`config.mk`:
```
export PLATFORM = sky130hd
export DESIGN_NAME = pen_menu_and_packet_framer_core
export DESIGN_NICKNAME = d
export VERILOG_FILES = /design/src/rtl/core/pmpf_pkg.sv /design/src/rtl/core/pmpf_front.sv /design/src/rtl/core/pmpf_queue.sv /design/src/rtl/core/pmpf_back.sv /design/src/rtl/core/pen_menu_and_packet_framer_core.sv
export SDC_FILE = /design/constraint.sdc
export NUM_CORES = 1
export LEC_CHECK = 0
export ABC_AREA = 1
export BUFFER_PORTS_ARGS = -buffer_cell sky130_fd_sc_hd__buf_2
export CORE_MARGIN = 3
export CORE_UTILIZATION = 57
export DETAILED_ROUTE_END_ITERATION = 12
export GPL_TIMING_DRIVEN = 0
export HOLD_SLACK_MARGIN = 0.1
export PLACE_DENSITY = 0.78
export SYNTH_ARGS = -nofsm -noshare
export SYNTH_HDL_FRONTEND = slang
export SYNTH_SLANG_ARGS = --single-unit
```
`constraint.sdc`:
```
create_clock -name clk -period 7.55 [get_ports clk]
set_input_delay 0.3775 -clock clk [delete_from_list [all_inputs] [get_ports clk]]
set_output_delay 0.3775 -clock clk [all_outputs]
set_load 0.02 [all_outputs]
```
`src/rtl/core/pmpf_pkg.sv`:
```
package pmpf_pkg;

  localparam int unsigned IN_TDATA_W  = 40;
  localparam int unsigned OUT_TDATA_W = 8;
  localparam int unsigned AXIS_W      = 16;
  localparam int unsigned BYTE_W      = 8;
  localparam int unsigned COLOR_W     = 2;
  localparam int unsigned SIZE_W      = 6;
  localparam int unsigned MODE_W      = 3;
  localparam int unsigned QUEUE_DEPTH = 2;

  localparam logic [BYTE_W-1:0] FRAME_START = 8'h7C;
  localparam logic [BYTE_W-1:0] FRAME_END   = 8'h7D;

  localparam logic [SIZE_W-1:0] SIZE_MIN  = 6'd5;
  localparam logic [SIZE_W-1:0] SIZE_MAX  = 6'd50;
  localparam logic [SIZE_W-1:0] SIZE_STEP = 6'd5;

  localparam logic [COLOR_W-1:0] COLOR_RESET = 2'd1;
  localparam logic [SIZE_W-1:0]  SIZE_RESET  = 6'd5;

  localparam logic [MODE_W-1:0] MODE_IDLE    = 3'd0;
  localparam logic [MODE_W-1:0] MODE_WRITE   = 3'd1;
  localparam logic [MODE_W-1:0] MODE_ERASE   = 3'd2;
  localparam logic [MODE_W-1:0] MODE_ERASE_A = 3'd3;
  localparam logic [MODE_W-1:0] MODE_CALIB   = 3'd4;

  // x / 410 == (x * 81841) >> 25 for 0 <= x <= 32768
  localparam logic [16:0] ACCEL_RECIP = 17'd81841;
  localparam int unsigned ACCEL_SHIFT = 25;

  localparam logic IN_FUNC_BUTTON = 1'b0;
  localparam logic IN_FUNC_SAMPLE = 1'b1;

  typedef enum logic [3:0] {
    MENU_INIT      = 4'd0,
    MENU_DEFAULT   = 4'd1,
    MENU_PRESS1    = 4'd2,
    MENU_PRESS2    = 4'd3,
    MENU_PRESS3    = 4'd4,
    MENU_CALIB     = 4'd5,
    MENU_COLOR     = 4'd6,
    MENU_SIZE      = 4'd7,
    MENU_WRITE     = 4'd8,
    MENU_ERASE     = 4'd9,
    MENU_ERASE_ALL = 4'd10
  } menu_state_t;

  typedef enum logic [2:0] {
    POS_START = 3'd0,
    POS_DX    = 3'd1,
    POS_DY    = 3'd2,
    POS_COLOR = 3'd3,
    POS_SIZE  = 3'd4,
    POS_MODE  = 3'd5,
    POS_END   = 3'd6
  } frame_pos_t;

  typedef struct packed {
    logic [BYTE_W-1:0]  dx;
    logic [BYTE_W-1:0]  dy;
    logic [COLOR_W-1:0] color;
    logic [SIZE_W-1:0]  size;
    logic [MODE_W-1:0]  mode;
  } frame_entry_t;

  typedef struct packed {
    logic         valid;
    frame_entry_t data;
  } queue_head_t;

  function automatic logic [BYTE_W-1:0] scale_axis(input logic [AXIS_W-1:0] raw);
    logic [AXIS_W:0]      mag;
    logic [2*AXIS_W+1:0]  prod;
    logic [BYTE_W-1:0]    quo;
    mag  = raw[AXIS_W-1] ? (17'd0 - {1'b1, raw}) : {1'b0, raw};
    prod = {1'b0, mag} * {1'b0, ACCEL_RECIP};
    quo  = prod[ACCEL_SHIFT +: BYTE_W];
    return raw[AXIS_W-1] ? (8'd0 - quo) : quo;
  endfunction

endpackage

```
`src/rtl/core/pmpf_front.sv`:
```
module pmpf_front (
  input  logic                                clk,
  input  logic                                rst_n,
  input  logic                                in_tvalid,
  output logic                                in_tready,
  input  logic [pmpf_pkg::IN_TDATA_W-1:0]     in_tdata,
  input  logic                                in_tuser,
  input  logic                                queue_full,
  output logic                                push,
  output pmpf_pkg::frame_entry_t              push_data
);

  pmpf_pkg::menu_state_t                menu_r, menu_nxt;
  logic [pmpf_pkg::COLOR_W-1:0]         color_r, color_nxt;
  logic [pmpf_pkg::SIZE_W-1:0]          size_r, size_nxt;
  logic [pmpf_pkg::MODE_W-1:0]          mode_r, mode_nxt;
  logic                                 accept;
  logic                                 p1, p2, p3;
  logic [pmpf_pkg::AXIS_W-1:0]          ax, ay;
  logic [pmpf_pkg::SIZE_W:0]            size_up;

  assign in_tready = !queue_full;
  assign accept    = in_tvalid && in_tready;
  assign p1        = in_tdata[0];
  assign p2        = in_tdata[1];
  assign p3        = in_tdata[2];
  assign ax        = in_tdata[3 +: pmpf_pkg::AXIS_W];
  assign ay        = in_tdata[3 + pmpf_pkg::AXIS_W +: pmpf_pkg::AXIS_W];

  assign push            = accept && (in_tuser == pmpf_pkg::IN_FUNC_SAMPLE);
  assign push_data.dx    = pmpf_pkg::scale_axis(ax);
  assign push_data.dy    = pmpf_pkg::scale_axis(ay);
  assign push_data.color = color_r;
  assign push_data.size  = size_r;
  assign push_data.mode  = mode_r;

  always_ff @(posedge clk) begin
    if (!rst_n) begin
      menu_r  <= pmpf_pkg::MENU_INIT;
      color_r <= pmpf_pkg::COLOR_RESET;
      size_r  <= pmpf_pkg::SIZE_RESET;
      mode_r  <= pmpf_pkg::MODE_WRITE;
    end else if (accept && (in_tuser == pmpf_pkg::IN_FUNC_BUTTON)) begin
      menu_r  <= menu_nxt;
      color_r <= color_nxt;
      size_r  <= size_nxt;
      mode_r  <= mode_nxt;
    end
  end

  always_comb begin
    menu_nxt  = menu_r;
    color_nxt = color_r;
    size_nxt  = size_r;
    mode_nxt  = mode_r;
    size_up   = {1'b0, size_r} + {1'b0, pmpf_pkg::SIZE_STEP};
    unique case (menu_r)
      pmpf_pkg::MENU_INIT: begin
        menu_nxt = pmpf_pkg::MENU_DEFAULT;
      end
      pmpf_pkg::MENU_DEFAULT: begin
        mode_nxt = pmpf_pkg::MODE_IDLE;
        priority if (p1) menu_nxt = pmpf_pkg::MENU_PRESS1;
        else if (p2) menu_nxt = pmpf_pkg::MENU_PRESS2;
        else if (p3) menu_nxt = pmpf_pkg::MENU_PRESS3;
        else menu_nxt = menu_r;
      end
      pmpf_pkg::MENU_PRESS1: begin
        priority if (p2) menu_nxt = pmpf_pkg::MENU_CALIB;
        else if (p1) menu_nxt = pmpf_pkg::MENU_WRITE;
        else if (p3) menu_nxt = pmpf_pkg::MENU_DEFAULT;
        else menu_nxt = menu_r;
      end
      pmpf_pkg::MENU_PRESS2: begin
        priority if (p2) menu_nxt = pmpf_pkg::MENU_COLOR;
        else if (p1) menu_nxt = pmpf_pkg::MENU_SIZE;
        else if (p3) menu_nxt = pmpf_pkg::MENU_DEFAULT;
        else menu_nxt = menu_r;
      end
      pmpf_pkg::MENU_PRESS3: begin
        priority if (p2) menu_nxt = pmpf_pkg::MENU_ERASE;
        else if (p1) menu_nxt = pmpf_pkg::MENU_ERASE_ALL;
        else if (p3) menu_nxt = pmpf_pkg::MENU_DEFAULT;
        else menu_nxt = menu_r;
      end
      pmpf_pkg::MENU_CALIB: begin
        mode_nxt = pmpf_pkg::MODE_CALIB;
        if (p1) menu_nxt = pmpf_pkg::MENU_DEFAULT;
      end
      pmpf_pkg::MENU_COLOR: begin
        color_nxt = color_r + {1'b0, p2} - {1'b0, p3};
        if (p1) menu_nxt = pmpf_pkg::MENU_DEFAULT;
      end
      pmpf_pkg::MENU_SIZE: begin
        if (p2) begin
          size_nxt = (size_up > {1'b0, pmpf_pkg::SIZE_MAX}) ? pmpf_pkg::SIZE_MAX
                                                              : size_up[pmpf_pkg::SIZE_W-1:0];
        end
        if (p3) begin
          size_nxt = (size_nxt < (pmpf_pkg::SIZE_MIN + pmpf_pkg::SIZE_STEP)) ?
                     pmpf_pkg::SIZE_MIN : (size_nxt - pmpf_pkg::SIZE_STEP);
        end
        if (p1) menu_nxt = pmpf_pkg::MENU_DEFAULT;
      end
      pmpf_pkg::MENU_WRITE: begin
        mode_nxt = pmpf_pkg::MODE_WRITE;
        if (p1) menu_nxt = pmpf_pkg::MENU_DEFAULT;
      end
      pmpf_pkg::MENU_ERASE: begin
        mode_nxt = pmpf_pkg::MODE_ERASE;
        if (p1) menu_nxt = pmpf_pkg::MENU_DEFAULT;
      end
      pmpf_pkg::MENU_ERASE_ALL: begin
        mode_nxt = pmpf_pkg::MODE_ERASE_A;
        if (p1) menu_nxt = pmpf_pkg::MENU_DEFAULT;
      end
      default: begin
        menu_nxt = menu_r;
      end
    endcase
  end

endmodule

```
`src/rtl/core/pmpf_queue.sv`:
```
module pmpf_queue (
  input  logic                    clk,
  input  logic                    rst_n,
  input  logic                    push,
  input  pmpf_pkg::frame_entry_t  push_data,
  output logic                    full,
  input  logic                    pop,
  output pmpf_pkg::queue_head_t   head
);

  localparam int unsigned DEPTH = pmpf_pkg::QUEUE_DEPTH;
  localparam int unsigned PTR_W = (DEPTH > 1) ? $clog2(DEPTH) : 1;
  localparam int unsigned CNT_W = $clog2(DEPTH + 1);
  localparam logic [PTR_W-1:0] LAST_PTR = PTR_W'(DEPTH - 1);

  pmpf_pkg::frame_entry_t mem [DEPTH];
  logic [PTR_W-1:0]       wr_ptr_r, wr_ptr_nxt;
  logic [PTR_W-1:0]       rd_ptr_r, rd_ptr_nxt;
  logic [CNT_W-1:0]       count_r, count_nxt;
  logic                   do_push, do_pop;

  assign full       = (count_r == CNT_W'(DEPTH));
  assign head.valid = (count_r != '0);
  assign head.data  = mem[rd_ptr_r];
  assign do_push    = push && !full;
  assign do_pop     = pop && head.valid;

  always_comb begin
    wr_ptr_nxt = wr_ptr_r;
    rd_ptr_nxt = rd_ptr_r;
    count_nxt  = count_r;
    if (do_push) wr_ptr_nxt = (wr_ptr_r == LAST_PTR) ? '0 : wr_ptr_r + 1'b1;
    if (do_pop)  rd_ptr_nxt = (rd_ptr_r == LAST_PTR) ? '0 : rd_ptr_r + 1'b1;
    if (do_push && !do_pop) count_nxt = count_r + 1'b1;
    if (!do_push && do_pop) count_nxt = count_r - 1'b1;
  end

  always_ff @(posedge clk) begin
    if (!rst_n) begin
      wr_ptr_r <= '0;
      rd_ptr_r <= '0;
      count_r  <= '0;
    end else begin
      wr_ptr_r <= wr_ptr_nxt;
      rd_ptr_r <= rd_ptr_nxt;
      count_r  <= count_nxt;
    end
  end

  always_ff @(posedge clk) begin
    if (do_push) mem[wr_ptr_r] <= push_data;
  end

endmodule

```
`src/rtl/core/pmpf_back.sv`:
```
module pmpf_back (
  input  logic                                clk,
  input  logic                                rst_n,
  input  pmpf_pkg::queue_head_t               head,
  output logic                                pop,
  output logic                                out_tvalid,
  input  logic                                out_tready,
  output logic [pmpf_pkg::OUT_TDATA_W-1:0]    out_tdata,
  output logic                                out_tlast
);

  pmpf_pkg::frame_pos_t                 pos_r, pos_nxt;
  logic                                 valid_r, valid_nxt;
  logic [pmpf_pkg::BYTE_W-1:0]          byte_r, byte_nxt;
  logic                                 last_r, last_nxt;
  logic                                 load;

  assign out_tvalid = valid_r;
  assign out_tdata  = byte_r;
  assign out_tlast  = last_r;
  assign load       = head.valid && (!valid_r || out_tready);
  assign pop        = load && (pos_r == pmpf_pkg::POS_END);

  always_comb begin
    pos_nxt   = pos_r;
    valid_nxt = valid_r;
    byte_nxt  = byte_r;
    last_nxt  = last_r;
    if (out_tready) valid_nxt = 1'b0;
    if (load) begin
      valid_nxt = 1'b1;
      last_nxt  = (pos_r == pmpf_pkg::POS_END);
      pos_nxt   = (pos_r == pmpf_pkg::POS_END) ? pmpf_pkg::POS_START
                                               : pmpf_pkg::frame_pos_t'(pos_r + 3'd1);
      unique case (pos_r)
        pmpf_pkg::POS_START: byte_nxt = pmpf_pkg::FRAME_START;
        pmpf_pkg::POS_DX:    byte_nxt = head.data.dx;
        pmpf_pkg::POS_DY:    byte_nxt = head.data.dy;
        pmpf_pkg::POS_COLOR: byte_nxt = {6'd0, head.data.color};
        pmpf_pkg::POS_SIZE:  byte_nxt = {2'd0, head.data.size};
        pmpf_pkg::POS_MODE:  byte_nxt = {5'd0, head.data.mode};
        pmpf_pkg::POS_END:   byte_nxt = pmpf_pkg::FRAME_END;
        default:             byte_nxt = pmpf_pkg::FRAME_END;
      endcase
    end
  end

  always_ff @(posedge clk) begin
    if (!rst_n) begin
      pos_r   <= pmpf_pkg::POS_START;
      valid_r <= 1'b0;
    end else begin
      pos_r   <= pos_nxt;
      valid_r <= valid_nxt;
    end
  end

  always_ff @(posedge clk) begin
    byte_r <= byte_nxt;
    last_r <= last_nxt;
  end

endmodule

```
`src/rtl/core/pen_menu_and_packet_framer_core.sv`:
```
// Button items: one per cycle, menu state updated at the accepting edge, no output.
// Sample items: written into the frame queue on accept, then each frame byte is registered
// in the output stage, seven bytes on consecutive cycles when out_tready stays high;
// a two-entry frame queue lets samples be taken while earlier frames drain.
// in_tready is low while the queue is full, which holds button items as well.
// Synchronous active-low reset: menu to initial state, color 1, size 5, mode 1, queue empty.
module pen_menu_and_packet_framer_core (
  input  logic                                clk,
  input  logic                                rst_n,
  input  logic                                in_tvalid,
  output logic                                in_tready,
  // [0] press_one, [1] press_two, [2] press_three, [18:3] accel_x, [34:19] accel_y
  input  logic [pmpf_pkg::IN_TDATA_W-1:0]     in_tdata,
  // [0] func
  input  logic                                in_tuser,
  output logic                                out_tvalid,
  input  logic                                out_tready,
  // [7:0] frame_byte
  output logic [pmpf_pkg::OUT_TDATA_W-1:0]    out_tdata,
  output logic                                out_tlast
);

  logic                    queue_full;
  logic                    push;
  logic                    pop;
  pmpf_pkg::frame_entry_t  push_data;
  pmpf_pkg::queue_head_t   head;

  pmpf_front u_front (
    .clk        (clk),
    .rst_n      (rst_n),
    .in_tvalid  (in_tvalid),
    .in_tready  (in_tready),
    .in_tdata   (in_tdata),
    .in_tuser   (in_tuser),
    .queue_full (queue_full),
    .push       (push),
    .push_data  (push_data)
  );

  pmpf_queue u_queue (
    .clk       (clk),
    .rst_n     (rst_n),
    .push      (push),
    .push_data (push_data),
    .full      (queue_full),
    .pop       (pop),
    .head      (head)
  );

  pmpf_back u_back (
    .clk        (clk),
    .rst_n      (rst_n),
    .head       (head),
    .pop        (pop),
    .out_tvalid (out_tvalid),
    .out_tready (out_tready),
    .out_tdata  (out_tdata),
    .out_tlast  (out_tlast)
  );

endmodule
```
## After elaboration in Yosys (flattened, before gate mapping)

Memory sizes are Yosys's and may differ from the RTL's. A register that Yosys moved wholly into a read port is not among the register bits.
Cells that the tools add are included.

- Add/subtract/negate cells: 13
- Multiply operators: 2
- Div/mod/pow operators: 0
- $lt $le $gt $ge: 2
- Eq/ne operators: 19
- Shift-type cells: 0
- Muxes and demuxes: 34
- Bitwise operators: 1
- Reductions and logical operators: 26

Operators by type and width:

| cell | count |
|---|---|
| multiplier 17 x 17 -> 33 bit (second input constant) | 2 |
| one-hot mux 8 bit (6 select lines) | 1 |
| 2-to-1 mux 4 bit | 11 |
| 2-to-1 mux 17 bit | 2 |
| subtractor 1 x 17 -> 17 bit (first input constant) | 2 |
| 2-to-1 mux 6 bit | 5 |
| one-hot mux 4 bit (6 select lines) | 1 |
| equality test 4 x 3 -> 1 bit (second input constant) | 4 |
| 2-to-1 mux 8 bit | 2 |
| subtractor 1 x 8 -> 8 bit (first input constant) | 2 |
| one-hot mux 3 bit (5 select lines) | 1 |
| equality test 4 bit (second input constant) | 3 |
| equality test 3 bit (second input constant) | 3 |
| logical AND 1 bit | 9 |
| equality test 4 x 2 -> 1 bit (second input constant) | 2 |
| 2-to-1 mux 1 bit | 8 |
| adder 6 x 3 -> 7 bit (second input constant) | 1 |
| greater-than comparator 7 x 6 -> 1 bit (second input constant) | 1 |
| equality test 3 x 2 -> 1 bit (second input constant) | 2 |
| less-than comparator 6 x 4 -> 1 bit (second input constant) | 1 |
| AND reduction 2 bit | 3 |
| nonzero test 2 bit | 3 |
| nonzero test 6 bit | 1 |
| OR reduction 6 bit | 1 |
| 21 further kinds | 26 |

- Register bits: 32
- Bits in latches: 0
- Bits in writable memories: 54
- Bits in read-only memories: 0
- Output and inout bits: 11
- Word-level logic and storage cells: 109
- Memories kept: 1

Memory list:

| memory | depth | bits a word | read ports | clocked after memory_dff | wr ports | line | text |
|---|---|---|---|---|---|---|---|
| u_queue.mem | 2 | 27 | 1 | 1 | 1 | pmpf_queue.sv:16 | `pmpf_pkg::frame_entry_t mem [DEPTH];` |

## Longest topological paths before layout

- Depth after elaboration: 9
- Depth in mapped cells: 41
- Depth with buffers taken out: 41

## Cells and area by module

A second synthesis with hierarchy kept.

- Cell total of the unflattened synthesis: 2004
- Area total of the unflattened synthesis: 16699.8 µm²

Modules (own cells, without submodules):

| module | instances | cells an instance | area an instance (µm²) |
|---|---|---|---|
| pmpf_front | 1 | 1771 | 13574.3 |
| pmpf_queue | 1 | 122 | 2297.2 |
| pmpf_back | 1 | 111 | 828.3 |

## Least setup slack after synthesis

OpenSTA, ideal clock, no wires.

- Kind: input port to flip-flop
- Start: in in_tdata[20] (netlist bit)
- End: mem u_queue.mem[0][17] (netlist bit) (data pin)
- Arrival time: 6661 ps
- Setup slack: 633 ps
- Stages: 31
- Path buffers: 0
- Cells stage by stage: nor3_1 -> nand2_1 -> inv_1 -> nand4_1 -> nor3_2 -> nand2_1 -> nor4_1 -> inv_1 -> fa_1 -> inv_1 -> fa_1 -> fa_1 -> fa_1 -> inv_1 -> fa_1 -> inv_1 -> ha_1 -> ha_1 -> nand2_1 -> inv_1 -> a21oi_1 -> o21ai_0 -> nor2_1 -> nand3_1 -> nand2_2 -> ha_1 -> inv_1 -> a21oi_1 -> nand3_1 -> nand3_1 -> nand2_1

RTL lines:

| what | line | text |
|---|---|---|
| start, declared | pen_menu_and_packet_framer_core.sv:13 | `input logic [pmpf_pkg::IN_TDATA_W-1:0] in_tdata,` |
| end, declared | pmpf_queue.sv:16 |  |

==> flow_summary.yaml <==
placement:
  io_buffers: 49
  gp_congestion: 0.956
  dpl_cell_area_um2: 17300
  place_inst: 2502
  place.detailed.hpwl_um: 32600
timing:
  tightest_slew_ns: 1.18
  worst_hold_slack_ns: 0.339
  skew_ns: 0.00523
  maxSlewHeadroom_pct: 21.1
  finalHoldViolCount: 0
  max_freq_mhz: 140
  min_period_ns: 7.14
  setup_viol: 0
  slew_viol_final: 0
  fin_crit_sh_pct: 94.6
setup_path:
  crit_fanout: 9
  end_kind: "register"
  critPathMaxStageDelay_ns: 0.56
  setup.worst_path.class: "in2reg"
  start_kind: "input pin"
  crit_top_cell: "nand2_1"
  required_ns: 7.63
  cp.arrival_ns: 7.22
  crit_slowest_cell: "fa_1"
die:
  initial_utilization_pct: 58.6
  die-area_um2: 31000
  io_pins: 56
  die_w_um: 176
  std_cell_rows: 61
  die-height_um: 176
  core_um2: 28200
routing:
  vias_per_cell: 5.26
  met3_length_um: 1770
  first_iter_violations: 860
  wl_per_cell_um: 14.9
  top_layer: "met4"
  wl_met2_um: 18900
  drtPass1Iterations: 5
  vias: 13356
  met1_length_um: 16200
  drc_errors: 0
  antenna_left: 0
  wirelength_um: 38000
final_layout:
  final_nets: 2666
  diodes: 0
  stdcell_count: 2539
  fillers: 2392
  drive_above_1_share_pct: 8.19
  stdcell_area_um2: 18000
  syn_to_final_growth_pct: 9.24
synth:
  post-synth-top-area-cell: "fa_1"
  synth_cell_type_count: 52
  ys.warnings.count: 0
  netlist_area_um2: 16500
  netlist_instances: 2058
  synth_commonest_cells: "inv_1, nand2_1, ha_1, fa_1, nor2_1"
  avgSynthCellArea_um2: 8.01
  netlist.area_leader.share_pct: 23.3
  asyncSetResetFlopFracSynth_pct: 0
  synth_most_common_cell: "inv_1"
  synthFlopType: "edfxtp_1"
  ys_seq_elements: 87
  synth.area.top_cells: "fa_1, ha_1, inv_1"
  synth_edf_count: 63
  seq_area_frac_synth_pct: 14.4
flow_run:
  cap_violations: 0
global_routing:
  grt_max_degree: 17
  grt_first_pass_wirelength_um: 64400
  grt_use_total_pct: 25.2
  grt_pass1_vias: 14103
  grt_antenna_before_repair: 0
  grt_overflow: 0
clocking:
  cts_tree: "built"
  clk_latency_ns: 0.33
  cts_buffer_depth: 2
  ctsHoldBuffers: 0
  cts.sinks: 87
  clkTransAtPathRegs_ns: 0.06
  cts_max_level: 3
  cts_root_buf: "clkbuf_16"
  numCtsBuffers: 9
status:
  status: "finished clean"
min_path:
  hp-class: "in2reg"
## cells in the final DEF, fill, tap and decap left out, types with 4 or more instances in the layout
cell       instances
o21a_1             4
o21ai_1            4
nor2_1           139
nor4_1             7
nand2_4            5
a21o_1            15
clkbuf_1          12
buf_2             51
o21ai_0           56
nor2_2            10
a22o_1             6
conb_1            16
a31oi_1            5
xnor2_1           12
nand2_1          400
o211ai_1           6
xor2_4             9
xor2_2             6
nand2_2           22
xor2_1            35
nand4_1           13
nand3_1           58
buf_4             21
inv_1            506
fa_1             192
a21oi_1           83
a21oi_2            7
clkbuf_16          9
dfxtp_1           24
o21bai_1          12
nor3_1            19
ha_1             273
edfxtp_1          63
inv_2              6
nor3_2             5
## worst paths after layout
check                            end  cells after the start  slack, ns                from
setup / recovery  u_queue.mem[0][17]                     34       0.41        in_tdata[19]
hold / removal     u_back.out_tvalid                      4       0.34          out_tready
setup reg to reg  u_queue.count_r[1]                      9       4.80  u_queue.count_r[0]
hold reg to reg    u_queue.mem[1][2]                      0       0.46   u_front.mode_r[2]
## cell type report
class / instances / area (um^2) / area share (%)
Multi-Input combinational cell: 1458 / 12400 / 69.1
Sequential cell: 87 / 2370 / 13.2
Inverter: 513 / 1930 / 10.7
Tap cell: 378 / 473 / 2.62
Clock inverter: 6 / 60.1 / 0.333
Clock buffer: 10 / 229 / 1.27
Timing Repair Buffer: 73 / 453 / 2.51
Buffer: 14 / 56.3 / 0.312
## worst max-delay path: cells and delay by family
kind,cells,cell delay (ns)
AO/OA/AOI/OAI,3,0.62
XOR/XNOR,1,0.20
adder cells (fa/ha/maj),9,3.65
AND/OR/NAND/NOR,14,1.63
buffers and inverters,7,0.75
## metal layers
layer  up-vias  global-route usage (%)
met5         -                       0
met4         0                    6.70
met3        77                    2.28
met2       366                    45.6
met1      6318                    32.5
li1       6595                       -
## sequential cells by signal (all words and copies together) (netlist names), named ones only
name	cells
u_front.color_r	2
u_front.menu_r	4
u_queue.count_r	2
u_back.out_tvalid	1
u_front.mode_r	3
u_back.pos_r	3
u_queue.rd_ptr_r	1
u_back.out_tdata	8
u_back.out_tlast	1
u_front.size_r	6
u_queue.wr_ptr_r	1
u_queue.mem	54
## stage by stage
| stage | utilization [%] | worst slack, ns | setup TNS, ns |
|---|---|---|---|
| after global placement | 61.3 | -1.08 | -15.03 |
| after detailed placement | 61.5 | -0.451 | -7.02 |
| after CTS | 62.6 | 0.0217 | 0 |
| after global routing | 64.0 | -0.0788 | -0.228 |
| after floorplan | - | 0.633 | 0 |
| final | 64.0 | 0.407 | 0 |
## cell families after synthesis
kind of cell    Yosys count  synth area share [%]
fa+ha+maj               465                  44.0
mux                       1                0.0607
simple gates            696                  18.1
flops                    87                  14.4
other cells               2                0.0455
xor+xnor                 62                  3.43
buf+inv                 527                  12.0
compound gates          218                  7.99
## repair_timing
action                                  CTS  global route
endpoints found under the setup margin    6            26
gates resized for setup                   5            37
pin swaps                                 0             9
gates cloned                              0             0
buffers inserted                          0            21
endpoints found under the hold margin     0             0
Power is not shown: default switching activity piles up to over one toggle a cycle in this logic, so the estimate is an artifact.
